File: config.mk
export PLATFORM = sky130hd
export DESIGN_NAME = embed_ref_index_parser
export DESIGN_NICKNAME = d
export VERILOG_FILES = /design/src/rtl/erip_pkg.sv /design/src/rtl/embed_ref_index_parser.sv
export SDC_FILE = /design/constraint.sdc
export NUM_CORES = 1
export LEC_CHECK = 0
export ABC_AREA = 1
export ABC_CLOCK_PERIOD_IN_PS = 5800
export BUFFER_PORTS_ARGS = -buffer_cell sky130_fd_sc_hd__buf_2
export CORE_MARGIN = 3
export CORE_UTILIZATION = 40
export CTS_BUF_LIST = sky130_fd_sc_hd__clkbuf_8
export DETAILED_ROUTE_END_ITERATION = 12
export PLACE_DENSITY = 0.61
export SYNTH_ARGS = -nofsm -noshare
export SYNTH_HDL_FRONTEND = slang
export SYNTH_SLANG_ARGS = --single-unit
File: constraint.sdc
create_clock -name clk -period 5.8 [get_ports clk]
set_clock_uncertainty 0.1 [all_clocks]
set_input_delay 0.87 -clock clk [delete_from_list [all_inputs] [get_ports clk]]
set_output_delay 0.87 -clock clk [all_outputs]
set_load 0.005 [all_outputs]
File: src/rtl/erip_pkg.sv
// package for the record-index reference parser
// holds item types, parser state, prefix tables and the per-character update functions
// no dependencies
package erip_pkg;

    localparam int unsigned IDX_MAX = 65535;
    localparam int unsigned NUM_PFX = 3;
    localparam int unsigned PFX_SLOTS = 16;
    localparam logic [7:0] CH_SPACE = 8'h20;

    typedef struct packed {
        logic [7:0] ch;
        logic       last;
    } char_item_t;

    typedef struct packed {
        logic        valid_res;
        logic [15:0] index;
    } result_t;

    typedef struct packed {
        logic        body_started;
        logic        pending_space;
        logic [3:0]  prefix_position;
        logic [2:0]  prefix_alive_mask;
        logic        prefix_complete;
        logic        run_closed;
        logic        token_nonempty;
        logic [15:0] decimal_acc;
        logic        decimal_overflow;
        logic        only_digits;
        logic [15:0] base32_acc;
        logic        base32_bad;
    } parse_state_t;

    localparam parse_state_t STATE_RESET = '{
        body_started:      1'b0,
        pending_space:     1'b0,
        prefix_position:   4'd0,
        prefix_alive_mask: 3'b111,
        prefix_complete:   1'b0,
        run_closed:        1'b0,
        token_nonempty:    1'b0,
        decimal_acc:       16'd0,
        decimal_overflow:  1'b0,
        only_digits:       1'b1,
        base32_acc:        16'd0,
        base32_bad:        1'b0
    };

    // lower-case prefix text: long embed form, flow form, short embed form
    localparam logic [7:0] PFX_TEXT [NUM_PFX][PFX_SLOTS] = '{
        '{8'h6b, 8'h69, 8'h6e, 8'h64, 8'h6c, 8'h65, 8'h3a, 8'h65,
          8'h6d, 8'h62, 8'h65, 8'h64, 8'h3a, 8'h00, 8'h00, 8'h00},
        '{8'h6b, 8'h69, 8'h6e, 8'h64, 8'h6c, 8'h65, 8'h3a, 8'h66,
          8'h6c, 8'h6f, 8'h77, 8'h3a, 8'h00, 8'h00, 8'h00, 8'h00},
        '{8'h65, 8'h6d, 8'h62, 8'h65, 8'h64, 8'h3a, 8'h00, 8'h00,
          8'h00, 8'h00, 8'h00, 8'h00, 8'h00, 8'h00, 8'h00, 8'h00}
    };
    localparam logic [3:0] PFX_LEN [NUM_PFX] = '{4'd13, 4'd12, 4'd6};

    function automatic logic is_ws(logic [7:0] c);
        return (c == CH_SPACE) || (c >= 8'd9 && c <= 8'd13);
    endfunction

    function automatic logic is_digit(logic [7:0] c);
        return c >= 8'h30 && c <= 8'h39;
    endfunction

    function automatic logic is_upper(logic [7:0] c);
        return c >= 8'h41 && c <= 8'h5a;
    endfunction

    function automatic logic is_lower(logic [7:0] c);
        return c >= 8'h61 && c <= 8'h7a;
    endfunction

    function automatic logic is_alnum(logic [7:0] c);
        return is_digit(c) || is_upper(c) || is_lower(c);
    endfunction

    function automatic parse_state_t clear_token(parse_state_t s);
        parse_state_t r;
        r = s;
        r.token_nonempty   = 1'b0;
        r.decimal_acc      = '0;
        r.decimal_overflow = 1'b0;
        r.only_digits      = 1'b1;
        r.base32_acc       = '0;
        r.base32_bad       = 1'b0;
        return r;
    endfunction

    function automatic parse_state_t feed_token(parse_state_t s, logic [7:0] c);
        parse_state_t r;
        logic [20:0]  dec_sum;
        logic [20:0]  b32_sum;
        logic [4:0]   digit;
        logic         b32_ok;
        r = s;
        r.token_nonempty = 1'b1;
        // times ten as shift-add
        dec_sum = {2'b00, s.decimal_acc, 3'b000} + {4'b0000, s.decimal_acc, 1'b0}
                  + {17'd0, c[3:0]};
        if (s.only_digits) begin
            if (is_digit(c)) begin
                if (!s.decimal_overflow) begin
                    if (dec_sum > 21'(IDX_MAX)) begin
                        r.decimal_overflow = 1'b1;
                    end
                    else begin
                        r.decimal_acc = dec_sum[15:0];
                    end
                end
            end
            else begin
                r.only_digits = 1'b0;
            end
        end
        b32_ok = 1'b1;
        digit  = '0;
        if (is_digit(c)) begin
            digit = {1'b0, c[3:0]};
        end
        else if ((c >= 8'h41 && c <= 8'h56) || (c >= 8'h61 && c <= 8'h76)) begin
            // letters a..v: low five bits run 1..22, digit is that plus nine
            digit = c[4:0] + 5'd9;
        end
        else begin
            b32_ok = 1'b0;
        end
        b32_sum = {s.base32_acc, 5'b00000} + {16'd0, digit};
        if (!s.base32_bad) begin
            if (!b32_ok || b32_sum > 21'(IDX_MAX)) begin
                r.base32_bad = 1'b1;
            end
            else begin
                r.base32_acc = b32_sum[15:0];
            end
        end
        return r;
    endfunction

    function automatic parse_state_t feed_body(parse_state_t s, logic [7:0] c);
        parse_state_t r;
        logic [7:0]   lc;
        logic [2:0]   alive;
        logic [3:0]   pos_n;
        r = s;
        alive = '0;
        lc = is_upper(c) ? (c | 8'h20) : c;
        pos_n = (s.prefix_position < 4'd15) ? s.prefix_position + 4'd1 : s.prefix_position;
        if (s.prefix_complete) begin
            if (!s.run_closed && is_alnum(c)) begin
                r = feed_token(s, c);
            end
            else begin
                r.run_closed = 1'b1;
            end
        end
        else begin
            r = feed_token(s, c);
            if (s.prefix_alive_mask != 3'b000) begin
                for (int p = 0; p < NUM_PFX; p++) begin
                    if (s.prefix_alive_mask[p] && s.prefix_position < PFX_LEN[p]
                        && PFX_TEXT[p][s.prefix_position] == lc) begin
                        alive[p] = 1'b1;
                    end
                end
                r.prefix_position = pos_n;
                for (int p = 0; p < NUM_PFX; p++) begin
                    if (alive[p] && PFX_LEN[p] == pos_n) begin
                        r.prefix_complete = 1'b1;
                        r = clear_token(r);
                    end
                end
                r.prefix_alive_mask = alive;
            end
        end
        return r;
    endfunction

endpackage

File: src/rtl/embed_ref_index_parser.sv
// top level of the record-index reference parser
// input register, per-character state update, result register
// depends on erip_pkg
//
// a final character's result is offered once the character has left the input register
// and its result has been loaded into the result register
// throughput: one character per cycle while the input does not stall, set by the combinational state update
// a result waiting on result_stall holds back only a following final character
// reset: rst_n clears the pipeline valids and returns the parser state to its
// start values; a new value may begin in the first cycle after reset
module embed_ref_index_parser
    import erip_pkg::*;
(
    input  logic       clk,
    input  logic       rst_n,
    input  logic       char_valid,
    output logic       char_stall,
    input  char_item_t char_item,
    output logic       result_valid,
    input  logic       result_stall,
    output result_t    result
);

    // input register
    logic         s1_valid_reg;
    char_item_t   s1_item_reg;

    // parser state carried between characters of one value
    parse_state_t state_reg;
    parse_state_t state_next;
    parse_state_t after_space;

    // result register
    logic         res_valid_reg;
    result_t      res_reg;
    result_t      res_next;

    logic         res_free;
    logic         s1_go;
    logic         ok;

    // the result slot is free when empty or being taken this cycle
    assign res_free = !res_valid_reg || !result_stall;

    // characters that are not final always move on; a final one needs the slot
    assign s1_go = s1_valid_reg && (!s1_item_reg.last || res_free);

    // input register takes a new item whenever its content moves on
    assign char_stall = s1_valid_reg && !s1_go;

    always_comb
    begin
        // a held whitespace run acts as one space ahead of the next body char
        after_space = state_reg;
        state_next  = state_reg;
        if (is_ws(s1_item_reg.ch)) begin
            if (state_reg.body_started) begin
                state_next.pending_space = 1'b1;
            end
        end
        else begin
            if (state_reg.pending_space) begin
                after_space = feed_body(state_reg, CH_SPACE);
                after_space.pending_space = 1'b0;
            end
            after_space.body_started = 1'b1;
            state_next = feed_body(after_space, s1_item_reg.ch);
        end
    end

    always_comb
    begin
        ok = 1'b0;
        if (state_next.body_started && state_next.token_nonempty) begin
            if (state_next.only_digits) begin
                ok = !state_next.decimal_overflow && (state_next.decimal_acc != 16'd0);
            end
            else begin
                ok = !state_next.decimal_overflow && !state_next.base32_bad
                     && (state_next.base32_acc != 16'd0);
            end
        end
        res_next.valid_res = ok;
        if (!ok) begin
            res_next.index = '0;
        end
        else if (state_next.only_digits) begin
            res_next.index = state_next.decimal_acc;
        end
        else begin
            res_next.index = state_next.base32_acc;
        end
    end

    // control registers
    always_ff @(posedge clk or negedge rst_n)
    begin
        if (!rst_n) begin
            s1_valid_reg  <= 1'b0;
            res_valid_reg <= 1'b0;
            state_reg     <= STATE_RESET;
        end
        else begin
            if (!char_stall) begin
                s1_valid_reg <= char_valid;
            end
            if (s1_go && s1_item_reg.last) begin
                res_valid_reg <= 1'b1;
            end
            else if (!result_stall) begin
                res_valid_reg <= 1'b0;
            end
            if (s1_go) begin
                // state starts over after every final character
                state_reg <= s1_item_reg.last ? STATE_RESET : state_next;
            end
        end
    end

    // payload registers
    always_ff @(posedge clk)
    begin
        if (!char_stall) begin
            s1_item_reg <= char_item;
        end
        if (s1_go && s1_item_reg.last) begin
            res_reg <= res_next;
        end
    end

    assign result_valid = res_valid_reg;
    assign result       = res_reg;

endmodule

==> metrics.txt <==
outcome=completed; die footprint=~20,000 µm²; number of distinct library cells after synthesis=roughly 50; initial core utilization=41.2%; Worst path max stage delay=0.43 ns; Synth area leader=nand2_1; total global routing overflow=0; Cell Rows=49; fin crit period=~5.3 ns; number of synthesized flops with an enable pin=26; Sw Pwr=1040 µW; vias in the first global route=7,333; num ports=32; commonest non-fill, non-tap cell in the layout=nand2_1; Root Driver=clkbuf_8; worst path required time=between 5 and 6 ns; sequential fraction of the synthesis area=26.9%; CP Launch Type=flip-flop; hpwl dp=about 17,000 µm; Reg power frac=30.2%; clk buf depth=2; PD cells=266 nW/µm²; cts hold-fix bufs=0; CP Max Fanout=14; switching fraction of total power=47.6%; layout cell share with drive strength beyond 1=10.1%; Placed Cells=1,426; vias per inst=~5.4; Critical Path End Type=flip-flop; Die X=about 140 µm; count of final setup violators=0; Final Hold Viols=0; Ys Warns=0; initial antenna violation count=0; slowest CP cell=dfrtp_2; layout net count=1,283; ys flop type=dfrtp_1; final slew viol count=0; die height=143 µm; Via Count=7,856; CTS Buf Count=9; commonest non-fill, non-tap cells in the layout=nand2_1 (385), inv_1 (150), nor2_1 (100), o21ai_0 (97), nand3_1 (86); fin cells=1,452; GRT Resource Usage Total=22.9%; post-synth top area share=about a fifth; clock insertion delay at the later pin of the skew report=~0.39 ns; combinational power share=48.5%; # clock sinks=75; Area contributors post-synth=nand2_1 (20%), dfrtp_1 (15%), edfxtp_1 (10%); TritonCTS clock tree=built; CP most frequent cell=nand2_1; IO buf count=31; syn_area_per_cell=6.29 µm²; Synth Register Bits=75; met3 usage=2.44%; r2r setup slk=0.48 ns; Lkg Pwr=0.00426 µW; WL final=roughly 23,000 µm; critical path class=reg -> reg; # Max-Cap Violations=0; global placer's final weighted congestion=0.919; FFs w/ async S/R, synth=65.3%; drt drc=0; max reg flops=47; cell internal pwr=1150 µW; worst min path class=reg -> reg; Slew headroom=between 40 and 50%; post-route ant nets=0; post-synth design cell area=7480 µm²; FMAX=roughly 0.19 GHz; DR iter-0 viols=806; Worst Tran Pin Value=0.777 ns; CTS clk-pin slew, worst paths=roughly 0.11 ns; global-route wire length before repair=37,700 µm; largest net degree at the start of global routing=50; first drt pass iteration count=5; grt met2 use=between 30% and 40%; busiest grt layer=met2; Syn Nets=between 1,000 and 1,500; Arr. time, crit path=between 5 and 6 ns; Clock power frac=21.3%; P&R area growth vs syn=10.1%; drt wl/cell=between 15 and 20 µm; Tot Pwr=about 2200 µW; final worst-path cycle share=just over 90%; Core Util, Final=45.4%; met1 Usage GRT=32.5%; core box area=18,100 µm²; VDD IR max=125 µV; Syn Inst Count=1,189; H-Tree Depth=3; n_diodes=0
==> per-stage QoR <==
| step | hold slack (ns) | setup slack [ns] | TNS (ns) | instance area (µm²) |
|---|---|---|---|---|
| final | 0.406 | 0.478 | 0 | 8230 |
| after global routing | 0.450 | -0.0347 | -0.240 | 8230 |
| after CTS | 0.411 | 0.216 | 0 | 8060 |
| after detailed placement | 0.388 | 0.226 | 0 | 7840 |
| after global placement | 0.381 | 0.319 | 0 | 7840 |
| after floorplan | 0.364 | 0.399 | 0 | 7480 |
==> Yosys cell counts (3+ instances only) <==
cell type,number
nand2_1,389
inv_1,150
nor2_1,102
o21ai_0,99
nand3_1,87
ha_1,50
a21oi_1,49
dfrtp_1,45
edfxtp_1,26
clkbuf_1,20
o22ai_1,17
nand4_1,16
a22o_1,12
o21ai_1,12
nor3_1,11
xor2_1,10
buf_2,9
inv_2,9
nand2_2,9
nand3_2,7
xnor2_1,7
nor2_2,5
o211ai_1,5
buf_6,4
dfstp_2,4
nand3b_1,3
or2_2,3
==> power by group through the flow <==
stage | sequential [µW] | clock, µW | combinational (µW)
after global placement | 670 | 0 | 1010
after floorplan | 652 | 0 | 769
after detailed placement | 670 | 0 | 1000
after global routing | 671 | 492 | 1210
after CTS | 660 | 468 | 1010
final | 663 | 467 | 1060
==> critical path: cells and delay by family (launching register included) <==
family | cells | cell delay, ns
buffers and inverters | 5 | 0.61
and+or+nand+nor | 19 | 2.40
DFF | 1 | 0.43
adders and majority gates | 3 | 0.95
AOI/OAI and AO/OA | 4 | 0.58
==> path summary, 6_finish.rpt <==
path / end / from / cells after the start
min reg2reg: state_reg[36] / state_reg[36] / 1
max: result[7] / state_reg[42] / 31
max reg2reg: result[7] / state_reg[42] / 31
max in group asynchronous: state_reg[42] / rst_n / 2
min: state_reg[36] / state_reg[36] / 1
min in group asynchronous: state_reg[43] / rst_n / 2
==> routing by layer <==
metal | vias up | share of wire [%] | wire, µm
met5 | - | 0 | 0
met4 | 0 | 1.9 | 449
met3 | 33 | 5.5 | 1280
met2 | 251 | 47 | 10900
met1 | 3634 | 46 | 10800
li1 | 3938 | - | -
==> cell families (layout without fill, tap and decap cells) <==
logic type                 after synthesis  after routing  share of synthesized area [%]
and+or+nand+nor                        636            639                           35.7
AOI/OAI and AO/OA                      212            212                           16.1
adders and majority gates               52             52                           8.90
xor gates and xnor gates                17             17                           1.99
buffers and inverters                  197            228                           10.5
DFF                                     75             75                           26.9
==> repair_timing <==
| action | 4_1_cts | 5_1_grt |
|---|---|---|
| setup buffers | 0 | 7 |
| setup endpoints to repair | 0 | 17 |
| gates resized for setup | 0 | 22 |
==> layout make-up <==
cell class	count	area, µm²
clock buffers	9	124
clock inverters	7	95.1
fillers	1927	9910
inverters	160	603
multi-input cells	920	4790
flip-flops and latches	75	2010
well taps	229	287
repair buffers	52	317
Power figures use the tool's default switching activity.
